File: src/hlpd_pkg.sv
`default_nettype none

package hlpd_pkg;

  // input item kinds
  localparam logic [1:0] OP_CMD   = 2'd0;
  localparam logic [1:0] OP_PTICK = 2'd1;
  localparam logic [1:0] OP_PWM   = 2'd2;

  // command bytes
  localparam logic [7:0] CMD_LIGHT_LO   = 8'h10;
  localparam logic [7:0] CMD_LIGHT_HI   = 8'h11;
  localparam logic [7:0] CMD_BEEP       = 8'h20;
  localparam logic [7:0] CMD_BOOP       = 8'h21;
  localparam logic [7:0] CMD_LED_OFF    = 8'h30;
  localparam logic [7:0] CMD_LED_ON     = 8'h31;
  localparam logic [7:0] CMD_LED_PULSE  = 8'h32;
  localparam logic [7:0] CMD_LED_BLINKB = 8'h34;

  // classified work codes passed from front to back
  localparam logic [3:0] K_NOP         = 4'd0;
  localparam logic [3:0] K_LIGHT_LO    = 4'd1;
  localparam logic [3:0] K_LIGHT_HI    = 4'd2;
  localparam logic [3:0] K_BEEP        = 4'd3;
  localparam logic [3:0] K_BOOP        = 4'd4;
  localparam logic [3:0] K_LED_SET     = 4'd5;
  localparam logic [3:0] K_LED_RESTART = 4'd6;
  localparam logic [3:0] K_PTICK       = 4'd7;
  localparam logic [3:0] K_PWM         = 4'd8;

  // led modes
  localparam logic [2:0] LED_OFF    = 3'd0;
  localparam logic [2:0] LED_ON     = 3'd1;
  localparam logic [2:0] LED_PULSE  = 3'd2;
  localparam logic [2:0] LED_BLINKA = 3'd3;
  localparam logic [2:0] LED_BLINKB = 3'd4;

  // vibration patterns
  localparam logic [1:0] VIBE_IDLE = 2'd0;
  localparam logic [1:0] VIBE_BEEP = 2'd1;
  localparam logic [1:0] VIBE_BOOP = 2'd2;

  // configuration register indexes
  localparam logic [1:0] CFG_BEEP_TICKS = 2'd0;
  localparam logic [1:0] CFG_BEEP_GAP   = 2'd1;
  localparam logic [1:0] CFG_BOOP_TICKS = 2'd2;

  localparam int unsigned CFG_W = 14;

  localparam logic [11:0] BEEP_TICKS_RST = 12'd50;
  localparam logic [11:0] BEEP_GAP_RST   = 12'd50;
  localparam logic [13:0] BOOP_TICKS_RST = 14'd200;

  localparam logic [11:0] PULSE_CYCLE = 12'd2500;
  localparam logic [11:0] BLINK_CYCLE = 12'd250;
  localparam logic [4:0]  PULSE_STEP  = 5'd20;
  localparam logic [4:0]  BLINK_STEP  = 5'd10;
  localparam logic [8:0]  DUTY_FULL   = 9'd256;

  typedef struct packed {
    logic [3:0] kind;
    logic [2:0] led_mode;
  } hlpd_item_t;

  typedef struct packed {
    logic light;
    logic vibe;
    logic led_a;
    logic led_b;
  } hlpd_pins_t;

endpackage

`default_nettype wire

File: src/hlpd_front.sv
`default_nettype none

module hlpd_front import hlpd_pkg::*; (
  input  wire logic       clk,
  input  wire logic       rst_n,
  input  wire logic       push,
  input  wire logic [1:0] op,
  input  wire logic [7:0] cmd,
  output logic            full,
  output logic            q_valid,
  output hlpd_item_t      q_item,
  input  wire logic       q_pop
);

  hlpd_item_t item;
  hlpd_item_t mem_r [2];
  logic       wr_ptr_r, wr_ptr_nxt;
  logic       rd_ptr_r, rd_ptr_nxt;
  logic [1:0] count_r, count_nxt;
  logic       wr_en;
  logic       rd_en;

  // classify the incoming beat
  always_comb begin
    item.kind     = K_NOP;
    item.led_mode = cmd[2:0];
    case (op)
      OP_CMD: begin
        case (cmd) inside
          CMD_LIGHT_LO:                   item.kind = K_LIGHT_LO;
          CMD_LIGHT_HI:                   item.kind = K_LIGHT_HI;
          CMD_BEEP:                       item.kind = K_BEEP;
          CMD_BOOP:                       item.kind = K_BOOP;
          CMD_LED_OFF, CMD_LED_ON:        item.kind = K_LED_SET;
          [CMD_LED_PULSE:CMD_LED_BLINKB]: item.kind = K_LED_RESTART;
          default:                        item.kind = K_NOP;
        endcase
      end
      OP_PTICK: item.kind = K_PTICK;
      OP_PWM:   item.kind = K_PWM;
      default:  item.kind = K_NOP;
    endcase
  end

  assign full    = (count_r == 2'd2);
  assign q_valid = (count_r != 2'd0);
  assign q_item  = mem_r[rd_ptr_r];
  assign wr_en   = push && !full;
  assign rd_en   = q_pop && q_valid;

  always_comb begin
    wr_ptr_nxt = wr_en ? ~wr_ptr_r : wr_ptr_r;
    rd_ptr_nxt = rd_en ? ~rd_ptr_r : rd_ptr_r;
    count_nxt  = count_r + {1'b0, wr_en} - {1'b0, rd_en};
  end

  always_ff @(posedge clk) begin
    if (!rst_n) begin
      wr_ptr_r <= 1'b0;
      rd_ptr_r <= 1'b0;
      count_r  <= 2'd0;
    end else begin
      wr_ptr_r <= wr_ptr_nxt;
      rd_ptr_r <= rd_ptr_nxt;
      count_r  <= count_nxt;
    end
  end

  always_ff @(posedge clk) begin
    if (wr_en) begin
      mem_r[wr_ptr_r] <= item;
    end
  end

endmodule

`default_nettype wire

File: src/hlpd_back.sv
`default_nettype none

module hlpd_back import hlpd_pkg::*; (
  input  wire logic             clk,
  input  wire logic             rst_n,
  input  wire logic             cfg_we,
  input  wire logic [1:0]       cfg_index,
  input  wire logic [CFG_W-1:0] cfg_wdata,
  input  wire logic             q_valid,
  input  wire hlpd_item_t       q_item,
  output logic                  q_pop,
  input  wire logic             res_full,
  output logic                  res_push,
  output hlpd_pins_t            res_pins
);

  // configuration and derived thresholds; each is refreshed when a register it depends on is written
  logic [11:0] beep_ticks_r;
  logic [11:0] beep_gap_r;
  logic [13:0] boop_ticks_r;
  logic [12:0] beep_end1_r;
  logic [13:0] beep_end2_r;
  logic [13:0] beep_done_r;

  logic [15:0] tick_count_r, tick_count_nxt;
  logic [15:0] vibe_start_r, vibe_start_nxt;
  logic [1:0]  vibe_mode_r, vibe_mode_nxt;
  logic [2:0]  led_mode_r, led_mode_nxt;
  logic [11:0] pattern_count_r, pattern_count_nxt;
  logic [4:0]  step_cnt_r, step_cnt_nxt;
  logic [8:0]  duty_r, duty_nxt;
  logic [7:0]  pwm_phase_r, pwm_phase_nxt;
  hlpd_pins_t  pins_r, pins_nxt;

  logic        go;
  logic [15:0] elapsed;
  logic        beep_on;
  logic [11:0] cycle_len;
  logic [4:0]  step_len;
  logic [12:0] pc_inc;
  logic [4:0]  step_inc;
  logic [10:0] duty_x3;
  logic        pwm_level;

  assign go       = q_valid && !res_full;
  assign q_pop    = go;
  assign res_push = go;
  assign res_pins = pins_nxt;

  assign elapsed = tick_count_r - vibe_start_r;
  assign beep_on = (elapsed < {4'd0, beep_ticks_r}) ||
                   ((elapsed > {3'd0, beep_end1_r}) && (elapsed < {2'd0, beep_end2_r}));
  assign cycle_len = (led_mode_r == LED_PULSE) ? PULSE_CYCLE : BLINK_CYCLE;
  assign step_len  = (led_mode_r == LED_PULSE) ? PULSE_STEP : BLINK_STEP;
  assign pc_inc    = {1'b0, pattern_count_r} + 13'd1;
  assign step_inc  = step_cnt_r + 5'd1;
  assign duty_x3   = {2'b00, duty_r} + {1'b0, duty_r, 1'b0};
  assign pwm_level = !({1'b0, pwm_phase_r} < duty_r);

  always_comb begin
    tick_count_nxt    = tick_count_r;
    vibe_start_nxt    = vibe_start_r;
    vibe_mode_nxt     = vibe_mode_r;
    led_mode_nxt      = led_mode_r;
    pattern_count_nxt = pattern_count_r;
    step_cnt_nxt      = step_cnt_r;
    duty_nxt          = duty_r;
    pwm_phase_nxt     = pwm_phase_r;
    pins_nxt          = pins_r;
    case (q_item.kind)
      K_LIGHT_LO: pins_nxt.light = 1'b0;
      K_LIGHT_HI: pins_nxt.light = 1'b1;
      K_BEEP: begin
        if (vibe_mode_r == VIBE_IDLE) begin
          vibe_mode_nxt  = VIBE_BEEP;
          vibe_start_nxt = tick_count_r;
        end
      end
      K_BOOP: begin
        vibe_mode_nxt  = VIBE_BOOP;
        vibe_start_nxt = tick_count_r;
      end
      K_LED_SET: led_mode_nxt = q_item.led_mode;
      K_LED_RESTART: begin
        led_mode_nxt      = q_item.led_mode;
        pattern_count_nxt = 12'd0;
        step_cnt_nxt      = 5'd0;
        duty_nxt          = DUTY_FULL;
        pwm_phase_nxt     = 8'd0;
      end
      K_PTICK: begin
        case (vibe_mode_r)
          VIBE_BEEP: begin
            pins_nxt.vibe = beep_on;
            if (elapsed > {2'd0, beep_done_r}) begin
              vibe_mode_nxt = VIBE_IDLE;
            end
          end
          VIBE_BOOP: begin
            pins_nxt.vibe = (elapsed < {2'd0, boop_ticks_r});
            if (elapsed > {2'd0, boop_ticks_r}) begin
              vibe_mode_nxt = VIBE_IDLE;
            end
          end
          default: ;
        endcase
        case (led_mode_r) inside
          LED_OFF: begin
            pins_nxt.led_a = 1'b1;
            pins_nxt.led_b = 1'b1;
          end
          LED_ON: begin
            pins_nxt.led_a = 1'b0;
            pins_nxt.led_b = 1'b0;
          end
          [LED_PULSE:LED_BLINKB]: begin
            if (pattern_count_r == 12'd0) begin
              duty_nxt = DUTY_FULL;
            end else if (step_cnt_r == 5'd0) begin
              duty_nxt = duty_x3[10:2];
            end
            // step counter tracks pattern_count modulo the decay step
            if (pc_inc >= {1'b0, cycle_len}) begin
              pattern_count_nxt = 12'd0;
              step_cnt_nxt      = 5'd0;
            end else begin
              pattern_count_nxt = pc_inc[11:0];
              step_cnt_nxt      = (step_inc == step_len) ? 5'd0 : step_inc;
            end
          end
          default: ;
        endcase
        tick_count_nxt = tick_count_r + 16'd1;
      end
      K_PWM: begin
        case (led_mode_r)
          LED_PULSE: begin
            pins_nxt.led_a = pwm_level;
            pins_nxt.led_b = pwm_level;
          end
          LED_BLINKA: pins_nxt.led_a = pwm_level;
          LED_BLINKB: pins_nxt.led_b = pwm_level;
          default: ;
        endcase
        pwm_phase_nxt = pwm_phase_r + 8'd1;
      end
      default: ;
    endcase
  end

  always_ff @(posedge clk) begin
    if (!rst_n) begin
      beep_ticks_r <= BEEP_TICKS_RST;
      beep_gap_r   <= BEEP_GAP_RST;
      boop_ticks_r <= BOOP_TICKS_RST;
      beep_end1_r  <= {1'b0, BEEP_TICKS_RST} + {1'b0, BEEP_GAP_RST};
      beep_end2_r  <= {1'b0, BEEP_TICKS_RST, 1'b0} + {2'b00, BEEP_GAP_RST};
      beep_done_r  <= {1'b0, BEEP_TICKS_RST, 1'b0} + {2'b00, BEEP_TICKS_RST};
    end else if (cfg_we) begin
      case (cfg_index)
        CFG_BEEP_TICKS: begin
          beep_ticks_r <= cfg_wdata[11:0];
          beep_end1_r  <= {1'b0, cfg_wdata[11:0]} + {1'b0, beep_gap_r};
          beep_end2_r  <= {1'b0, cfg_wdata[11:0], 1'b0} + {2'b00, beep_gap_r};
          beep_done_r  <= {1'b0, cfg_wdata[11:0], 1'b0} + {2'b00, cfg_wdata[11:0]};
        end
        CFG_BEEP_GAP: begin
          beep_gap_r  <= cfg_wdata[11:0];
          beep_end1_r <= {1'b0, beep_ticks_r} + {1'b0, cfg_wdata[11:0]};
          beep_end2_r <= {1'b0, beep_ticks_r, 1'b0} + {2'b00, cfg_wdata[11:0]};
        end
        CFG_BOOP_TICKS: boop_ticks_r <= cfg_wdata;
        default: ;
      endcase
    end
  end

  always_ff @(posedge clk) begin
    if (!rst_n) begin
      tick_count_r    <= 16'd0;
      vibe_start_r    <= 16'd0;
      vibe_mode_r     <= VIBE_IDLE;
      led_mode_r      <= LED_BLINKA;
      pattern_count_r <= 12'd0;
      step_cnt_r      <= 5'd0;
      duty_r          <= 9'd0;
      pwm_phase_r     <= 8'd0;
      pins_r          <= '{light: 1'b0, vibe: 1'b0, led_a: 1'b1, led_b: 1'b1};
    end else if (go) begin
      tick_count_r    <= tick_count_nxt;
      vibe_start_r    <= vibe_start_nxt;
      vibe_mode_r     <= vibe_mode_nxt;
      led_mode_r      <= led_mode_nxt;
      pattern_count_r <= pattern_count_nxt;
      step_cnt_r      <= step_cnt_nxt;
      duty_r          <= duty_nxt;
      pwm_phase_r     <= pwm_phase_nxt;
      pins_r          <= pins_nxt;
    end
  end

endmodule

`default_nettype wire

File: src/hlpd_outq.sv
`default_nettype none

module hlpd_outq import hlpd_pkg::*; (
  input  wire logic clk,
  input  wire logic rst_n,
  input  wire logic push,
  input  wire hlpd_pins_t push_pins,
  output logic      full,
  output logic      empty,
  input  wire logic pop,
  output hlpd_pins_t head_pins
);

  hlpd_pins_t mem_r [2];
  logic       wr_ptr_r, wr_ptr_nxt;
  logic       rd_ptr_r, rd_ptr_nxt;
  logic [1:0] count_r, count_nxt;
  logic       wr_en;
  logic       rd_en;

  assign full      = (count_r == 2'd2);
  assign empty     = (count_r == 2'd0);
  assign head_pins = mem_r[rd_ptr_r];
  assign wr_en     = push && !full;
  assign rd_en     = pop && !empty;

  always_comb begin
    wr_ptr_nxt = wr_en ? ~wr_ptr_r : wr_ptr_r;
    rd_ptr_nxt = rd_en ? ~rd_ptr_r : rd_ptr_r;
    count_nxt  = count_r + {1'b0, wr_en} - {1'b0, rd_en};
  end

  always_ff @(posedge clk) begin
    if (!rst_n) begin
      wr_ptr_r <= 1'b0;
      rd_ptr_r <= 1'b0;
      count_r  <= 2'd0;
    end else begin
      wr_ptr_r <= wr_ptr_nxt;
      rd_ptr_r <= rd_ptr_nxt;
      count_r  <= count_nxt;
    end
  end

  always_ff @(posedge clk) begin
    if (wr_en) begin
      mem_r[wr_ptr_r] <= push_pins;
    end
  end

endmodule

`default_nettype wire

File: src/haptic_and_led_pattern_driver.sv
// an accepted beat is queued, executed, then its pins are queued for the out_ ports
// throughput: one item per cycle while the result queue has room; a two-entry queue sits
// between decode and execute, and a two-entry result queue decouples execute from out_pop
// reset (synchronous, rst_n low): queues empty, light and motor low, both leds off,
// led mode blink A, beep 50/50 and boop 200 pattern ticks
`default_nettype none

module haptic_and_led_pattern_driver import hlpd_pkg::*; (
  input  wire logic             clk,
  input  wire logic             rst_n,
  input  wire logic             in_push,
  output logic                  in_full,
  input  wire logic [1:0]       in_op,
  input  wire logic [7:0]       in_cmd,
  output logic                  out_empty,
  input  wire logic             out_pop,
  output logic                  out_light_level,
  output logic                  out_vibe_level,
  output logic                  out_led_a_level,
  output logic                  out_led_b_level,
  input  wire logic             cfg_we,
  input  wire logic [1:0]       cfg_index,
  input  wire logic [CFG_W-1:0] cfg_wdata
);

  hlpd_item_t q_item;
  logic       q_valid;
  logic       q_pop;
  logic       res_push;
  logic       res_full;
  hlpd_pins_t res_pins;
  hlpd_pins_t head_pins;

  hlpd_front u_front (
    .clk     (clk),
    .rst_n   (rst_n),
    .push    (in_push),
    .op      (in_op),
    .cmd     (in_cmd),
    .full    (in_full),
    .q_valid (q_valid),
    .q_item  (q_item),
    .q_pop   (q_pop)
  );

  hlpd_back u_back (
    .clk       (clk),
    .rst_n     (rst_n),
    .cfg_we    (cfg_we),
    .cfg_index (cfg_index),
    .cfg_wdata (cfg_wdata),
    .q_valid   (q_valid),
    .q_item    (q_item),
    .q_pop     (q_pop),
    .res_full  (res_full),
    .res_push  (res_push),
    .res_pins  (res_pins)
  );

  hlpd_outq u_outq (
    .clk       (clk),
    .rst_n     (rst_n),
    .push      (res_push),
    .push_pins (res_pins),
    .full      (res_full),
    .empty     (out_empty),
    .pop       (out_pop),
    .head_pins (head_pins)
  );

  assign out_light_level = head_pins.light;
  assign out_vibe_level  = head_pins.vibe;
  assign out_led_a_level = head_pins.led_a;
  assign out_led_b_level = head_pins.led_b;

endmodule

`default_nettype wire

File: config.mk
export PLATFORM = sky130hd
export DESIGN_NAME = haptic_and_led_pattern_driver
export DESIGN_NICKNAME = d
export VERILOG_FILES = /design/src/hlpd_pkg.sv /design/src/hlpd_front.sv /design/src/hlpd_back.sv /design/src/hlpd_outq.sv /design/src/haptic_and_led_pattern_driver.sv
export SDC_FILE = /design/constraint.sdc
export NUM_CORES = 1
export LEC_CHECK = 0
export ABC_AREA = 0
export BUFFER_PORTS_ARGS = -buffer_cell sky130_fd_sc_hd__buf_2
export CAP_MARGIN = 40
export CELL_PAD_IN_SITES_DETAIL_PLACEMENT = 1
export CELL_PAD_IN_SITES_GLOBAL_PLACEMENT = 2
export CORE_MARGIN = 1
export CORE_UTILIZATION = 25
export DETAILED_ROUTE_END_ITERATION = 6
export GPL_TIMING_DRIVEN = 0
export PLACE_DENSITY_LB_ADDON = 0.1
export SLEW_MARGIN = 25
export SYNTH_ARGS = -nofsm -noshare
export SYNTH_HDL_FRONTEND = slang
export SYNTH_SLANG_ARGS = --single-unit
File: constraint.sdc
create_clock -name clk -period 7.7 [get_ports clk]
set_clock_uncertainty 0.15 [all_clocks]
set_input_delay 0.385 -clock clk [delete_from_list [all_inputs] [get_ports clk]]
set_output_delay 0.385 -clock clk [all_outputs]
set_load 0.02 [all_outputs]
==> summary.txt <==
Run status
  – Status: complete, no violations

Timing
  – Relative slew margins: 44.0%
  – Final hold violation count: 0
  – Endpoints failing setup: 0
  – Fin Hold WS: 0.0750 ns
  – Tmin final: 5.05 ns
  – Highest clock rate: 198 MHz
  – Setup_tns: 0 ns
  – Fin. max-slew vios: 0
  – Least-Margin Pin Slew: 0.840 ns
  – RSZ-0062 raised after global routing: no
  – Tcrit/Tclk final: 65.6%

Placement
  – Hpwl dp: 34200 µm
  – DP Area: 13900 µm²
  – Input/output buffers: 35
  – Placer Congestion: 0.784

Worst setup path
  – Cell Chain, Critical Path: inv_1 -> ha_1 -> fa_1 -> nand2b_1 -> a21oi_1 -> a41o_1 -> a21oi_1 -> o21bai_1 -> a21oi_1 -> xnor2_1 -> ha_1 -> nand4_1 -> a211oi_1 -> or3_1 -> a21oi_1 -> o21bai_1 -> a21oi_1 -> o31ai_1
  – Crit-path max FO: 5
  – Worst EP required: 7.79 ns
  – Critical R2R Capture: u_outq.mem_r[0][2]$_DFFE_PP_
  – CP endpoint kind: register
  – Crit path kind: reg2reg
  – CP max-delay cell: xnor2_1
  – CP dominant cell by count: a21oi_1
  – R2R Path Start: u_back.tick_count_r[0]$_SDFFE_PN0P_
  – Worst EP arrival: 5.14 ns
  – CP peak stage delay: 0.59 ns
  – Worst Reg-to-Reg Cells: 18
  – CP startpoint kind: register
  – R2R Setup Slk: 2.65 ns
  – Critical path startpoint: u_back.tick_count_r[0]$_SDFFE_PN0P_

Logic synthesis
  – Top FF cell, synth: dfxtp_1
  – Area leader, netlist: dfxtp_1
  – Cell Area, Synth: 12700 µm²
  – Post-Synthesis Cells: 1556
  – Sequential element share of the synthesized area: 30.9%
  – Yosys top cell area share: 25.7%
  – Mapped Nets: 1756
  – Fraction of registers with async set/reset: 0%
  – Top post-synthesis cells by count: nand2_1 (191), dfxtp_1 (163), ha_1 (163)
  – Synthesis warning total: 0
  – Synth Area per Inst: 8.16 µm²
  – Ranking of synthesized cells by area: dfxtp_1 (26%), ha_1 (16%), nand2_1 (5.6%)
  – Yosys cell types: 65
  – Top-count cell post-synth: nand2_1
  – EDFF count, synth: 22
  – Post-synthesis register bit count: 185

Clocking
  – H-tree depth: 4
  – Clk root buf: clkbuf_16
  – Clock transition at path regs: 0.09 ns
  – Worst-case clock buffer depth: 2
  – Clock Latency Late Sink: 0.51 ns
  – CTS resizes: 0
  – Clock sinks: 185
  – Clock buffer count from CTS: 17
  – CTS tree: yes

GRT
  – Gr ovfl total: 0
  – GR Util All Layers: 17.4%
  – Initial antenna violation count: 1
  – Global-route wire length before repair: 66000 µm
  – Vias in the first global route: 11000
  – Pin count of the biggest net entering global routing: 21

Power and ir drop
  – Maximum VDD drop: 0.152 mV
  – Pwr Density: 190 nW/µm²
  – Lkg Pwr: 6.00 nW

Layout
  – Nets: 1829
  – Final Cell Area: 14600 µm²
  – Layout cells sized above 1: 7.00%
  – P&R area growth vs syn: 14.7%

Routing
  – Drt pass-1 iters: 4
  – DR WL/cell: 18.6 µm
  – Vias: 11000
  – DRT iter0 DRCs: 424
  – DRC Markers: 0
  – Vias per inst: 4.75
  – ANT nets after route: 0
  – DRT Wirelength: 43000 µm

Job
  – Max Cap Viol: 0

Hold path
  – Worst hold path type: in2reg
  – Worst Hold Path Cells: 2
  – Hold Crit Endpoint: u_front.mem_r[1][6]$_DFFE_PP_
  – Worst hold start: in_op[0]

Floorplan
  – Chip Width: 227 µm
  – # IOs: 37
  – Placement Rows: 82
  – Die area: 51700 µm²
  – Starting Density: 25.3%
  – Die Ht: 227 µm
  – Core Area: 50200 µm²
==> worst max-delay path by stage <==
stage          slack [ns]                                 end
2_1_floorplan        3.80        u_outq.mem_r[0][2]$_DFFE_PP_
3_3_place_gp         2.52  u_back.vibe_mode_r[0]$_SDFFE_PN0P_
3_5_place_dp         2.58  u_back.vibe_mode_r[0]$_SDFFE_PN0P_
4_1_cts              2.53  u_back.vibe_mode_r[0]$_SDFFE_PN0P_
5_1_grt              2.30  u_back.vibe_mode_r[0]$_SDFFE_PN0P_
6_report             2.65        u_outq.mem_r[0][2]$_DFFE_PP_
==> cell usage in the layout, fill, tap and decap left out, types with 20 or more instances in the layout <==
cell type | Yosys | final
clkbuf_1 | 47 | 47
dfxtp_1 | 163 | 163
buf_2 | 2 | 37
nor2b_1 | 21 | 21
inv_1 | 137 | 137
a21o_1 | 33 | 33
nor2_1 | 111 | 111
o211ai_1 | 27 | 27
edfxtp_1 | 22 | 22
o21ai_0 | 63 | 63
mux2i_1 | 33 | 33
nor3_1 | 32 | 31
a21oi_1 | 134 | 134
ha_1 | 163 | 163
a31oi_1 | 20 | 20
or3_1 | 20 | 20
nand2_1 | 191 | 191
nand3_1 | 53 | 53
xnor2_1 | 47 | 47
xor2_1 | 34 | 34
==> cell families after synthesis <==
logic type,after synthesis,share of synthesized area (%)
flip-flops,185,30.9
AND/OR/NAND/NOR,522,19.3
AO/OA/AOI/OAI,368,18.2
buffers and inverters,192,5.90
XOR/XNOR,81,5.59
multiplexers,39,3.16
adder cells (fa/ha/maj),169,17.0
==> state kept, by name, indices dropped and copies added, names as in the netlist, 4 cells and up, named ones only <==
register	flops
u_back.pwm_phase_r	8
u_back.duty_r	9
u_back.tick_count_r	16
u_back.step_cnt_r	5
u_back.beep_end2_r	14
u_back.beep_end1_r	13
u_back.beep_ticks_r	11
u_outq.mem_r	8
u_front.mem_r	14
u_back.vibe_start_r	16
u_back.boop_ticks_r	14
u_back.pattern_count_r	12
u_back.pins_r	4
u_back.beep_done_r	14
u_back.beep_gap_r	12
==> worst max-delay path: cells and delay by family, from the launching register on <==
family                     cells  cell delay [ns]
AOI/OAI and AO/OA             10             1.79
xor gates and xnor gates       1             0.59
adders and majority gates      3             0.97
buffers and inverters          1             0.07
DFF                            1             0.41
and+or+nand+nor                3             0.81
==> per-layer routing <==
layer | part of all wire (%) | wire (µm) | up-vias | global-route usage [%]
li1 | - | - | 5629 | -
met1 | 49 | 21300 | 5265 | 22.7
met2 | 47 | 20200 | 76 | 29.0
met3 | 2.2 | 959 | 34 | 2.92
met4 | 1.4 | 617 | 2 | 5.28
met5 | 0.016 | 7 | - | 0
==> report_power, final <==
| group | total, W | internal, W | switching, W |
|---|---|---|---|
| clock network | 0.000973 | 0.000472 | 0.000501 |
| registers | 0.00110 | 0.00106 | 0.0000412 |
| logic | 0.000699 | 0.000262 | 0.000438 |
==> cell type report <==
type | count | area (µm²)
inverter | 137 | 514
multi-input combinational | 1179 | 8030
tap | 672 | 841
buffer | 55 | 235
sequential | 185 | 3920
timing repair buffer | 54 | 383
clock buffer | 17 | 425
fill | 5939 | 35600
antenna | 1 | 2.50
clock inverter | 15 | 203
==> metrics by stage <==
stage	utilization, %	cells	total power [W]	setup WS, ns
2_1_floorplan	-	1556	0.00159	3.80
4_1_cts	29.0	2312	0.00283	2.53
3_3_place_gp	27.3	2263	0.00182	2.52
5_1_grt	29.0	2314	0.00295	2.30
6_report	29.0	2315	0.00277	2.65
3_5_place_dp	27.6	2275	0.00183	2.58
==> repair_timing <==
| item | CTS | global route |
|---|---|---|
| hold buffers | 5 | 0 |
| buffers inserted | 0 | 0 |
| hold endpoints to repair | 8 | 0 |
No activity file was read; power rests on OpenSTA's default activity.
